<file path="src/hdl/dslp_pkg.sv">
package dslp_pkg;

  localparam int KEEP_BYTES      = 32;
  localparam int VAL_W           = KEEP_BYTES * 8;
  localparam int WORD_W          = 64;
  localparam int WORD_COUNT      = 8;
  localparam int IDX_W           = 3;
  localparam int BC_W            = 24;
  localparam int LL_W            = 7;
  localparam int LBC_W           = 2;
  localparam int QUEUE_DEPTH     = 2;
  localparam int QCNT_W          = 2;

  localparam logic [7:0] SEQ_TAG = 8'h30;
  localparam logic [7:0] INT_TAG = 8'h02;
  localparam logic [LL_W-1:0] LENX_LIMIT = 7'd4;
  localparam logic [IDX_W-1:0] LAST_IDX  = 3'd7;

  typedef enum logic [12:0] {
    PH_SEQ_TAG  = 13'b0000000000001,
    PH_SEQ_LEN  = 13'b0000000000010,
    PH_SEQ_SKIP = 13'b0000000000100,
    PH_R_TAG    = 13'b0000000001000,
    PH_R_LEN    = 13'b0000000010000,
    PH_R_LENX   = 13'b0000000100000,
    PH_R_VAL    = 13'b0000001000000,
    PH_S_TAG    = 13'b0000010000000,
    PH_S_LEN    = 13'b0000100000000,
    PH_S_LENX   = 13'b0001000000000,
    PH_S_VAL    = 13'b0010000000000,
    PH_DONE     = 13'b0100000000000,
    PH_ERR      = 13'b1000000000000
  } phase_t;

  // One finished signature as it waits between front and back.
  typedef struct packed {
    logic [VAL_W-1:0] r_val;
    logic [VAL_W-1:0] s_val;
    logic             ok;
    logic             too_long;
  } rec_t;

  // Queue handshake seen by the back end.
  typedef struct packed {
    logic head_valid;
    logic full;
  } q_stat_t;

endpackage

</file>
<file path="src/hdl/dslp_stream_if.sv">
interface dslp_in_if;
  logic       valid;
  logic       ready;
  logic [7:0] in_byte;
  logic       in_last;
  modport source (output valid, output in_byte, output in_last, input ready);
  modport sink   (input valid, input in_byte, input in_last, output ready);
endinterface

interface dslp_out_if;
  logic        valid;
  logic        ready;
  logic [63:0] sig_word;
  logic [2:0]  word_index;
  logic        format_ok;
  logic        too_long;
  logic        last_word;
  modport source (output valid, output sig_word, output word_index, output format_ok,
                  output too_long, output last_word, input ready);
  modport sink   (input valid, input sig_word, input word_index, input format_ok,
                  input too_long, input last_word, output ready);
endinterface

</file>
<file path="src/hdl/dslp_front.sv">
module dslp_front #(
  parameter int VALUE_BYTES = 32
) (
  input  logic           clk,
  input  logic           rst_n,
  input  logic           in_valid,
  output logic           in_ready,
  input  logic [7:0]     in_byte,
  input  logic           in_last,
  input  logic           q_full,
  output logic           push,
  output dslp_pkg::rec_t push_rec
);
  import dslp_pkg::*;

  localparam int SC_W = $clog2(VALUE_BYTES + 2);
  localparam logic [SC_W-1:0] SC_LIM = SC_W'(VALUE_BYTES);

  phase_t            phase_r, phase_nxt;
  logic [BC_W-1:0]   bc_r, bc_nxt;
  logic [LL_W-1:0]   ll_r, ll_nxt;
  logic [LBC_W-1:0]  lbc_r, lbc_nxt;
  logic [SC_W-1:0]   sc_r, sc_nxt;
  logic              ovf_r, ovf_nxt;
  logic [VAL_W-1:0]  r_r, r_nxt, s_r, s_nxt;
  logic              is_s;
  logic              fire;
  logic              ok;

  function automatic phase_t value_entry(logic s_side, logic [BC_W-1:0] n);
    if (n == '0) value_entry = s_side ? PH_DONE : PH_S_TAG;
    else         value_entry = s_side ? PH_S_VAL : PH_R_VAL;
  endfunction

  assign in_ready = !q_full;
  assign fire     = in_valid && in_ready;
  assign is_s     = (phase_r == PH_S_LEN) || (phase_r == PH_S_LENX) || (phase_r == PH_S_VAL);

  always_comb begin
    phase_nxt = phase_r;
    bc_nxt    = bc_r;
    ll_nxt    = ll_r;
    lbc_nxt   = lbc_r;
    sc_nxt    = sc_r;
    ovf_nxt   = ovf_r;
    r_nxt     = r_r;
    s_nxt     = s_r;
    unique case (phase_r)
      PH_SEQ_TAG: phase_nxt = (in_byte == SEQ_TAG) ? PH_SEQ_LEN : PH_ERR;
      PH_SEQ_LEN: begin
        if (in_byte[7] && in_byte[6:0] != '0) begin
          ll_nxt    = in_byte[6:0];
          phase_nxt = PH_SEQ_SKIP;
        end else begin
          phase_nxt = PH_R_TAG;
        end
      end
      PH_SEQ_SKIP: begin
        ll_nxt = ll_r - 7'd1;
        if (ll_nxt == '0) phase_nxt = PH_R_TAG;
      end
      PH_R_TAG: phase_nxt = (in_byte == INT_TAG) ? PH_R_LEN : PH_ERR;
      PH_S_TAG: phase_nxt = (in_byte == INT_TAG) ? PH_S_LEN : PH_ERR;
      PH_R_LEN, PH_S_LEN: begin
        if (!in_byte[7]) begin
          bc_nxt    = BC_W'(in_byte[6:0]);
          sc_nxt    = '0;
          phase_nxt = value_entry(is_s, bc_nxt);
        end else if (in_byte[6:0] == '0) begin
          bc_nxt    = '0;
          sc_nxt    = '0;
          phase_nxt = value_entry(is_s, bc_nxt);
        end else begin
          ll_nxt    = in_byte[6:0];
          lbc_nxt   = '0;
          bc_nxt    = '0;
          phase_nxt = is_s ? PH_S_LENX : PH_R_LENX;
        end
      end
      PH_R_LENX, PH_S_LENX: begin
        if (lbc_r == '0 && in_byte == 8'h00) begin
          // skip a leading zero length byte
          ll_nxt = ll_r - 7'd1;
          if (ll_nxt == '0) begin
            sc_nxt    = '0;
            phase_nxt = value_entry(is_s, bc_nxt);
          end
        end else if (lbc_r == '0 && ll_r >= LENX_LIMIT) begin
          phase_nxt = PH_ERR;
        end else begin
          bc_nxt  = {bc_r[BC_W-9:0], in_byte};
          lbc_nxt = lbc_r + 2'd1;
          ll_nxt  = ll_r - 7'd1;
          if (ll_nxt == '0) begin
            sc_nxt    = '0;
            phase_nxt = value_entry(is_s, bc_nxt);
          end
        end
      end
      PH_R_VAL, PH_S_VAL: begin
        if (sc_r != '0 || in_byte != 8'h00) begin
          if (is_s) s_nxt = {s_r[VAL_W-9:0], in_byte};
          else      r_nxt = {r_r[VAL_W-9:0], in_byte};
          if (sc_r <= SC_LIM) sc_nxt = sc_r + SC_W'(1);
          if (sc_nxt > SC_LIM) ovf_nxt = 1'b1;
        end
        bc_nxt = bc_r - BC_W'(1);
        if (bc_nxt == '0) phase_nxt = is_s ? PH_DONE : PH_S_TAG;
      end
      PH_DONE: phase_nxt = PH_DONE;
      default: phase_nxt = PH_ERR;
    endcase
  end

  assign ok                = (phase_nxt == PH_DONE);
  assign push              = fire && in_last;
  assign push_rec.r_val    = r_nxt;
  assign push_rec.s_val    = s_nxt;
  assign push_rec.ok       = ok;
  assign push_rec.too_long = ok && ovf_nxt;

  always_ff @(posedge clk) begin
    if (!rst_n || push) begin
      phase_r <= PH_SEQ_TAG;
      bc_r    <= '0;
      ll_r    <= '0;
      lbc_r   <= '0;
      sc_r    <= '0;
      ovf_r   <= 1'b0;
      r_r     <= '0;
      s_r     <= '0;
    end else if (fire) begin
      phase_r <= phase_nxt;
      bc_r    <= bc_nxt;
      ll_r    <= ll_nxt;
      lbc_r   <= lbc_nxt;
      sc_r    <= sc_nxt;
      ovf_r   <= ovf_nxt;
      r_r     <= r_nxt;
      s_r     <= s_nxt;
    end
  end

endmodule

</file>
<file path="src/hdl/dslp_queue.sv">
module dslp_queue (
  input  logic               clk,
  input  logic               rst_n,
  input  logic               push,
  input  dslp_pkg::rec_t     push_rec,
  input  logic               pop,
  output dslp_pkg::rec_t     head_rec,
  output dslp_pkg::q_stat_t  stat
);
  import dslp_pkg::*;

  rec_t              ent_r [QUEUE_DEPTH];
  logic              wr_ptr_r, rd_ptr_r;
  logic [QCNT_W-1:0] cnt_r;

  assign head_rec        = ent_r[rd_ptr_r];
  assign stat.head_valid = (cnt_r != '0);
  assign stat.full       = (cnt_r == QCNT_W'(QUEUE_DEPTH));

  always_ff @(posedge clk) begin
    if (push) ent_r[wr_ptr_r] <= push_rec;
  end

  always_ff @(posedge clk) begin
    if (!rst_n) begin
      wr_ptr_r <= 1'b0;
      rd_ptr_r <= 1'b0;
      cnt_r    <= '0;
    end else begin
      if (push) wr_ptr_r <= !wr_ptr_r;
      if (pop)  rd_ptr_r <= !rd_ptr_r;
      unique case ({push, pop})
        2'b10:   cnt_r <= cnt_r + QCNT_W'(1);
        2'b01:   cnt_r <= cnt_r - QCNT_W'(1);
        default: cnt_r <= cnt_r;
      endcase
    end
  end

endmodule

</file>
<file path="src/hdl/dslp_back.sv">
module dslp_back (
  input  logic                    clk,
  input  logic                    rst_n,
  input  dslp_pkg::rec_t          head_rec,
  input  dslp_pkg::q_stat_t       stat,
  output logic                    pop,
  output logic                    out_valid,
  input  logic                    out_ready,
  output logic [63:0]             out_sig_word,
  output logic [2:0]              out_word_index,
  output logic                    out_format_ok,
  output logic                    out_too_long,
  output logic                    out_last_word
);
  import dslp_pkg::*;

  localparam int RS_W = 2 * VAL_W;

  logic [IDX_W-1:0]  idx_r;
  logic              valid_r;
  logic [WORD_W-1:0] word_r;
  logic [IDX_W-1:0]  widx_r;
  logic              ok_r, tl_r, lw_r;
  logic [RS_W-1:0]   rs;
  logic [WORD_W-1:0] word_sel;
  logic              load;

  assign rs   = {head_rec.r_val, head_rec.s_val};
  assign load = stat.head_valid && (!valid_r || out_ready);
  assign pop  = load && (idx_r == LAST_IDX);

  always_comb begin
    word_sel = '0;
    for (int k = 0; k < WORD_COUNT; k++) begin
      if (idx_r == IDX_W'(k)) word_sel = rs[RS_W-1-WORD_W*k -: WORD_W];
    end
    if (!head_rec.ok || head_rec.too_long) word_sel = '0;
  end

  always_ff @(posedge clk) begin
    if (!rst_n) begin
      valid_r <= 1'b0;
      idx_r   <= '0;
    end else if (load) begin
      valid_r <= 1'b1;
      idx_r   <= idx_r + IDX_W'(1);
    end else if (out_ready) begin
      valid_r <= 1'b0;
    end
  end

  always_ff @(posedge clk) begin
    if (load) begin
      word_r <= word_sel;
      widx_r <= idx_r;
      ok_r   <= head_rec.ok;
      tl_r   <= head_rec.too_long;
      lw_r   <= (idx_r == LAST_IDX);
    end
  end

  assign out_valid      = valid_r;
  assign out_sig_word   = word_r;
  assign out_word_index = widx_r;
  assign out_format_ok  = ok_r;
  assign out_too_long   = tl_r;
  assign out_last_word  = lw_r;

endmodule

</file>
<file path="src/hdl/der_signature_lax_parser_unit.sv">
// Lenient DER parser for ECDSA signatures. Bytes enter on in_s, one
// transaction per cycle, with in_last on the final byte; the front end walks
// the sequence and integer headers and shifts the significant value bytes of
// R and S into two 32-byte registers. When the last byte is taken, the
// parsed R||S is queued (two signatures deep) and the back end sends eight
// 64-bit words on out_m, one transaction per cycle while out_m.ready is high,
// big-endian, R in words 0..3 and S in 4..7, each tagged with format_ok and
// too_long. Words are zero on a format error or when a value has more than
// VALUE_BYTES significant bytes. Input throughput is one byte per cycle; the
// output side sends eight words per signature, and in_s.ready drops only
// while two finished signatures are still waiting in the queue. Parser state
// clears after every last byte, so the next byte starts a new signature.
module der_signature_lax_parser_unit #(
  parameter int VALUE_BYTES = 32
) (
  input  logic          clk,
  input  logic          rst_n,
  dslp_in_if.sink       in_s,
  dslp_out_if.source    out_m
);
  import dslp_pkg::*;

  logic    push;
  logic    pop;
  rec_t    push_rec;
  rec_t    head_rec;
  q_stat_t q_stat;
  logic    front_ready;

  // Front end: accept bytes, track header phase, collect R and S.
  dslp_front #(
    .VALUE_BYTES (VALUE_BYTES)
  ) u_front (
    .clk      (clk),
    .rst_n    (rst_n),
    .in_valid (in_s.valid),
    .in_ready (front_ready),
    .in_byte  (in_s.in_byte),
    .in_last  (in_s.in_last),
    .q_full   (q_stat.full),
    .push     (push),
    .push_rec (push_rec)
  );

  assign in_s.ready = front_ready;

  // Hold finished signatures so the front end keeps taking bytes.
  dslp_queue u_queue (
    .clk      (clk),
    .rst_n    (rst_n),
    .push     (push),
    .push_rec (push_rec),
    .pop      (pop),
    .head_rec (head_rec),
    .stat     (q_stat)
  );

  // Back end: advance through the eight words of the head entry.
  dslp_back u_back (
    .clk            (clk),
    .rst_n          (rst_n),
    .head_rec       (head_rec),
    .stat           (q_stat),
    .pop            (pop),
    .out_valid      (out_m.valid),
    .out_ready      (out_m.ready),
    .out_sig_word   (out_m.sig_word),
    .out_word_index (out_m.word_index),
    .out_format_ok  (out_m.format_ok),
    .out_too_long   (out_m.too_long),
    .out_last_word  (out_m.last_word)
  );

endmodule

</file>
<file path="src/flat_wrapper.sv">
// flat-port wrapper written by rule: the top's interface ports become plain ports
module der_signature_lax_parser_unit_flat import dslp_pkg::*;
#(
  parameter int VALUE_BYTES = 32
)
  (clk, rst_n, in_s_valid, in_s_in_byte, in_s_in_last, in_s_ready, out_m_valid, out_m_sig_word, out_m_word_index, out_m_format_ok, out_m_too_long, out_m_last_word, out_m_ready);
  dslp_in_if in_s_i ();
  dslp_out_if out_m_i ();
  input  logic clk;
  input  logic rst_n;
  input wire logic [$bits(in_s_i.valid)-1:0] in_s_valid;
  input wire logic [$bits(in_s_i.in_byte)-1:0] in_s_in_byte;
  input wire logic [$bits(in_s_i.in_last)-1:0] in_s_in_last;
  output wire logic [$bits(in_s_i.ready)-1:0] in_s_ready;
  output wire logic [$bits(out_m_i.valid)-1:0] out_m_valid;
  output wire logic [$bits(out_m_i.sig_word)-1:0] out_m_sig_word;
  output wire logic [$bits(out_m_i.word_index)-1:0] out_m_word_index;
  output wire logic [$bits(out_m_i.format_ok)-1:0] out_m_format_ok;
  output wire logic [$bits(out_m_i.too_long)-1:0] out_m_too_long;
  output wire logic [$bits(out_m_i.last_word)-1:0] out_m_last_word;
  input wire logic [$bits(out_m_i.ready)-1:0] out_m_ready;
  assign in_s_i.valid = in_s_valid;
  assign in_s_i.in_byte = in_s_in_byte;
  assign in_s_i.in_last = in_s_in_last;
  assign in_s_ready = in_s_i.ready;
  assign out_m_valid = out_m_i.valid;
  assign out_m_sig_word = out_m_i.sig_word;
  assign out_m_word_index = out_m_i.word_index;
  assign out_m_format_ok = out_m_i.format_ok;
  assign out_m_too_long = out_m_i.too_long;
  assign out_m_last_word = out_m_i.last_word;
  assign out_m_i.ready = out_m_ready;
  der_signature_lax_parser_unit #(.VALUE_BYTES(VALUE_BYTES)) u_core (.clk(clk), .rst_n(rst_n), .in_s(in_s_i), .out_m(out_m_i));
endmodule
</file>
<file path="config.mk">
export PLATFORM = sky130hd
export DESIGN_NAME = der_signature_lax_parser_unit_flat
export DESIGN_NICKNAME = d
export VERILOG_FILES = /design/src/hdl/dslp_pkg.sv /design/src/hdl/dslp_stream_if.sv /design/src/hdl/dslp_front.sv /design/src/hdl/dslp_queue.sv /design/src/hdl/dslp_back.sv /design/src/hdl/der_signature_lax_parser_unit.sv /design/src/flat_wrapper.sv
export SDC_FILE = /design/constraint.sdc
export NUM_CORES = 2
export LEC_CHECK = 0
export ABC_CLOCK_PERIOD_IN_PS = 60800
export BUFFER_PORTS_ARGS = -buffer_cell sky130_fd_sc_hd__buf_4
export CAP_MARGIN = 20
export CORE_AREA = 3 3 270 537
export DETAILED_ROUTE_END_ITERATION = 12
export DIE_AREA = 0 0 273 540
export PLACE_DENSITY_LB_ADDON = 0.12
export SYNTH_ARGS = -nofsm -noshare
export SYNTH_HDL_FRONTEND = slang
export SYNTH_SLANG_ARGS = --single-unit
</file>
<file path="constraint.sdc">
create_clock -name clk -period 60.8 [get_ports clk]
set_clock_uncertainty 0.05 [all_clocks]
set_input_delay 9.12 -clock clk [delete_from_list [all_inputs] [get_ports clk]]
set_output_delay 9.12 -clock clk [all_outputs]
set_load 0.03 [all_outputs]
</file>
; Word level (Yosys, flattened, before mapping)
; Memories as Yosys holds them, arrays and structs flattened. A register that Yosys moved wholly into a read port is not among the register bits.
; Index checks and enable logic that the tools add are counted.
[word_totals]
mem_count = 1
output_inout_bits = 72
inputBits = 13
ram_bits = 1028
regBits = 643
[memory_table]
columns = name, depth, word_bits, read_ports, rd_ports_with_merged_regs, write_ports, line_no
row1 = u_core.u_queue.ent_r, 2, 514, 1, 1, 1, dslp_queue.sv:12  ; rec_t ent_r [QUEUE_DEPTH];
[op_classes]
n_eq_ne = 33
muxes = 68
n_lt_le_gt_ge = 3
addsub = 7
n_reduce_logical = 44
[ops]
columns = op, count
row1 = $mux 256, 6
row2 = $mux 64, 8
row3 = $mux 13, 10
row4 = $pmux 13 s9, 1
row5 = $logic_not 24->1, 3
row6 = $pmux 24 s3, 1
row7 = $mux 12, 5
row8 = $mux 6, 9
row9 = $mux 24, 2
row10 = $mux 7, 6
row11 = $pmux 7 s4, 1
row12 = $eq 13x12->1 const B, 2
row13 = $sub 24x1->24 const B, 1
row14 = $pmux 6 s3, 1
row15 = $logic_not 7->1, 2
row16 = $eq 13x1->1 const B, 1
row17 = $eq 13x10->1 const B, 1
row18 = $eq 13x11->1 const B, 1
row19 = $eq 13x2->1 const B, 1
row20 = $eq 13x3->1 const B, 1
row21 = $eq 13x4->1 const B, 1
row22 = $eq 13x5->1 const B, 1
row23 = $eq 13x6->1 const B, 1
row24 = $eq 13x7->1 const B, 1
row25 = other kinds (41), 88

; Logic depth before layout (Yosys ltp)
[depth]
depth_word = 11
mapped_depth = 13
mapped_depth_nobuf = 10

; Hierarchy
; Synthesis repeated with hierarchy kept, for this count alone.
[hier_totals]
hier_cells = 5688
hier_area_um2 = 75060.7
[by_module_without_submodules]
columns = mod, n_inst, seq_area_each_um2, area_each_um2, cells_per_inst
row1 = dslp_queue, 1, 30969.7, 39286.4, 1621
row2 = dslp_front, 1, 11310.8, 28232.1, 3079
row3 = dslp_back, 1, 2182.1, 7542.2, 988

; Least setup slack after synthesis
; No wires, ideal clock.
[synth_path]
path_type = input to register
from = input in_s_valid
to = register u_core.u_queue.wr_ptr_r
cell_stages = 5
setup_slack_ps = 28257
n_path_buf = 1
t_required_ps = 60591
setup_ps = 159
t_arrival_ps = 32334
path_cell_list = and2_1 > clkbuf_1 > nand2_1 > nor2_1 > o21a_1
[synth_via]
elab_chain_cells = 2
[synth_lines]
columns = element, line_no
row1 = from (decl), flat_wrapper.sv:11  ; input wire logic [$bits(in_s_i.valid)-1:0] in_s_valid;
row2 = $logic_and 1x1->1, dslp_front.sv:36  ; assign fire = in_valid && in_ready;
row3 = $logic_and 1x1->1, dslp_front.sv:116  ; assign push = fire && in_last;
row4 = to (signal assigned), dslp_queue.sv:30  ; if (push) wr_ptr_r <= !wr_ptr_r;
row5 = to (decl), dslp_queue.sv:13  ; logic wr_ptr_r, rd_ptr_r;
; No other way between the ends.
; A chain may end at the register's enable or synchronous reset.

; Worst setup path after layout
[layout_path]
from = input in_s_valid
to = memory u_core.u_queue.ent_r[0][304] (netlist bit) (enable)
[layout_via]
elab_chain_cells = 4
[layout_lines]
columns = element, line_no
row1 = $logic_and 1x1->1, dslp_front.sv:36
row2 = $logic_and 1x1->1, dslp_front.sv:116
row3 = $mux 1, dslp_queue.sv:21  ; if (push) ent_r[wr_ptr_r] <= push_rec;
row4 = $mux 1 (not written as such), dslp_queue.sv:21
row5 = to (decl), dslp_queue.sv:12
; No other way between the ends.

==> results.txt <==
----------------------------------------------------
[Run status]
  Run status ... finished, final reports clean

[Critical path]
  Slowest stage cell, crit path ... sky130_fd_sc_hd__buf_4
  Buffer and inverter count on the worst path ... 7
  Kind of cell adding the most delay to the critical path ... buffers and inverters
  Element type at the critical path end ... flop
  Type of the worst setup path ... in -> reg
  Worst Path Max Fanout ... 64
  Cell Chain, Critical Path ... buf_4 > and2_1 > buf_4 > nand2_1 > nor2_4 > buf_4 > buf_4 > buf_4 > buf_4 > buf_4
  Startpoint kind of the worst setup timing path ... primary input
  Data required time at the worst endpoint ... 61.15 ns
  Delay of the slowest cell on the worst path ... about 0.81 ns
  CP arrival ... 14.25 ns
  Top cell by count, worst path ... sky130_fd_sc_hd__buf_4

[Route]
  Average routed wire per standard cell ... around 22 microns
  Mean number of vias per cell ... 5.60
  Number of remaining DRC errors ... 0
  Routed vias ... approximately 50k
  Initial DRC Count ... about 3.9k
  Antenna-violating nets left ... 0
  Post-Route WL ... ~190000 microns
  First drt pass iteration count ... 5

[Yosys]
  Most repeated cell in the gate-level netlist after synthesis ... sky130_fd_sc_hd__nand2_1
  Number of nets in the synthesized netlist ... 7019
  Number of flops mapped to enable cells by yosys ... 1098
  Area fraction in compound gates after synthesis ... 0.0889
  Proportion of netlist area held by the largest area contributor ... 0.468
  Multiplexer share of the synthesized area ... 0.0732
  Share of async-settable or async-resettable flops after synthesis ... 0
  Xor and xnor fraction of the mapped netlist area ... 0.00236
  Library cell occupying the most area in the post-synthesis netlist ... sky130_fd_sc_hd__edfxtp_1
  Number of flip-flops and latches in the synthesized netlist ... ~1.7k
  Number of warnings issued by yosys ... 0
  Area contributors post-synth ... sky130_fd_sc_hd__edfxtp_1 47%, sky130_fd_sc_hd__dfxtp_1 16%, sky130_fd_sc_hd__nand2_1 15%
  Post-synthesis simple-gate area fraction ... 0.174
  Seq/Total Area, Yosys ... 0.631
  Commonest cells post-synth ... 2757 x sky130_fd_sc_hd__nand2_1, 1098 x sky130_fd_sc_hd__edfxtp_1, 764 x sky130_fd_sc_hd__a21oi_1
  Main combinational cell family by area after synthesis ... simple AND/OR/NAND/NOR gates
  Arithmetic-cell share of the synthesized area counting full adders, half adders and majority gates ... 0.00249
  Post-Syn Instances ... ~7k
  Synth Cell Area ... approximately 70000 sq um
  Count of unique library cells instantiated by Yosys ... 64
  Most used flip-flop cell after synthesis ... sky130_fd_sc_hd__edfxtp_1
  Synthesized area per cell ... a little over 10 sq um

[Timing]
  Sum of negative setup slack ... 0 ns
  Actual slew at the worst max-slew pin ... around 1.1 ns
  Final critical-path required period ... around 14 ns
  Share of the cycle needed by the critical path after routing ... 0.229
  Min Hold Slack ... roughly 0.41 ns
  Setup repair after global routing missed its margin ... false
  Setup violators final ... 0
  Pins Over Slew Limit ... 0
  Top achievable clock speed ... between 70 and 80 MHz
  Number of endpoints with negative hold slack in the final report ... 0
  Slew HR ... 0.234

[Power and ir drop]
  Pwr Density ... roughly 30 nW/um^2
  Static leakage ... 25.3 nW
  Largest vdd supply drop ... between 20 and 25 uV
  Pwr Total ... 2.35 mW

[Finish]
  Share of post-route cells with drive strength above 1 ... 0.0630
  Area growth from synthesis to layout ... 9.70%
  Nets ... 6851
  Number of cells in the finished layout apart from fillers ... between 8k and 9k

[Floorplanning]
  I/O pins ... 85
  Die height ... ~540 microns
  Initial core utilization ... 0.499
  Area of the die ... 147000 sq um
  Site Rows ... between 150 and 200
  Placeable core region ... about 140000 sq um
  Die W ... 273 microns

[Clock tree]
  Clock latency on the worst-skew pair ... roughly 0.77 ns
  Buffer levels on the longest clock path ... 4
  Root buf cell ... sky130_fd_sc_hd__clkbuf_16
  CTS H-Tree Depth ... 4
  Clock tree from TritonCTS ... done
  Clock buffers created by TritonCTS ... 151
  Clock input transition at the sequential cells of the worst setup and hold paths ... roughly 0.060 ns
  Number of gates resized after cts ... 0
  Clock sink count ... around 1.7k
  Postcts setup bufs ... 0
  Hold buffer count at CTS ... 0

[Global routing]
  Pin count of the biggest net entering global routing ... around 190
  Global-route wire length before repair ... 289000 microns
  Antenna violations before repair ... 1
  All-Layer GR Usage ... 0.256
  Residual overflow from global routing ... 0
  Vias in the first global route ... roughly 47k

[Placement]
  Detailed placement HPWL ... roughly 120000 microns
  Weighted congestion at the end of routability-driven global placement ... between 0.8 and 0.9
  Cell Count Post-Placement ... between 8k and 9k
  Number of buffers inserted by port buffering ... 84

[Flow run]
  Max-cap viol count ... 0

[Min path]
  Worst min path class ... reg -> reg

----------------------------------------------------
[final timing paths]
path                                         startpoint                      endpoint  slack [ns]  depth (start not counted)
worst min register to register  u_core.u_front.s_r[249]       u_core.u_front.s_r[249]        0.41                          2
worst min-delay path            u_core.u_front.s_r[249]       u_core.u_front.s_r[249]        0.41                          2
worst max register to register  u_core.u_queue.cnt_r[0]  u_core.u_queue.ent_r[0][304]       54.75                         10
worst max-delay path                         in_s_valid  u_core.u_queue.ent_r[0][304]       46.90                         10
[flip-flops by register name (all words and copies together) (netlist names), 6 cells and up, named ones only]
| register | cells |
|---|---|
| u_core.u_front.sc_r | 6 |
| u_core.u_front.s_r | 256 |
| u_core.u_front.phase_r | 13 |
| u_core.u_front.ll_r | 7 |
| u_core.u_queue.ent_r | 1028 |
| u_core.u_front.bc_r | 24 |
| u_core.u_back.out_sig_word | 64 |
| u_core.u_front.r_r | 256 |
[stage by stage]
step                setup slack (ns)   util  area [sq um]
finish                         46.90  0.547         77300
global route                   46.49  0.547         77300
CTS                            46.81  0.547         77300
detailed placement             45.97  0.512         72400
global placement               45.96  0.512         72400
floorplan                      28.26      -         70500
[worst min-delay path: stages (launching register included)]
cell and delay [ns]:
sky130_fd_sc_hd__dfxtp_1 0.31, sky130_fd_sc_hd__nand2_1 0.05, sky130_fd_sc_hd__a21oi_1 0.05
[kinds of logic after synthesis]
kind of cell,Yosys count
buffers and inverters,506
and+or+nand+nor,3133
xor gates and xnor gates,19
adders and majority gates,14
DFF,1672
AOI/OAI and AO/OA,1133
muxes,515
[report_power, final]
group / switching [mW] / internal [mW] / leakage, nW
Clock: 0.416 / 0.552 / 2.44
Sequential: 0.00784 / 1.23 / 14.3
Combinational: 0.110 / 0.0316 / 8.57
[cell type report]
cell class                 instances  area (sq um)
fill                           12300         64000
sequential                      1672         44500
multi-input combinational       4814         24200
clock buffer                     203          4260
tap                             1871          2340
timing repair buffer             164          1280
clock inverter                    64           676
inverter                          21          78.8
antenna                            2          5.00
[routing by layer]
metal	vias to the layer above	GRT usage	wire length [microns]
met2	1303	0.461	100000
met4	0	0.144	12500
li1	23700	-	-
met1	24000	0.299	72300
met3	367	0.0212	7340
met5	-	0	0
[layout by cell type, fill, tap and decap left out, types with 13 or more instances in the layout]
master	Yosys	layout
sky130_fd_sc_hd__clkbuf_1	358	30
sky130_fd_sc_hd__nor2_1	162	157
sky130_fd_sc_hd__clkbuf_16	0	157
sky130_fd_sc_hd__nand2_1	2757	2754
sky130_fd_sc_hd__mux2i_1	512	512
sky130_fd_sc_hd__edfxtp_1	1098	1098
sky130_fd_sc_hd__nand3_1	82	79
sky130_fd_sc_hd__buf_4	0	160
sky130_fd_sc_hd__nor3_1	37	35
sky130_fd_sc_hd__clkinv_1	0	13
sky130_fd_sc_hd__inv_1	21	20
sky130_fd_sc_hd__a21oi_1	764	763
sky130_fd_sc_hd__o21ai_0	180	180
sky130_fd_sc_hd__o221ai_1	65	65
sky130_fd_sc_hd__clkinv_2	0	32
sky130_fd_sc_hd__dfxtp_1	574	573
sky130_fd_sc_hd__a22oi_1	65	65
sky130_fd_sc_hd__clkbuf_8	0	16
sky130_fd_sc_hd__bufinv_16	0	14
Power figures use the tool's default switching activity.
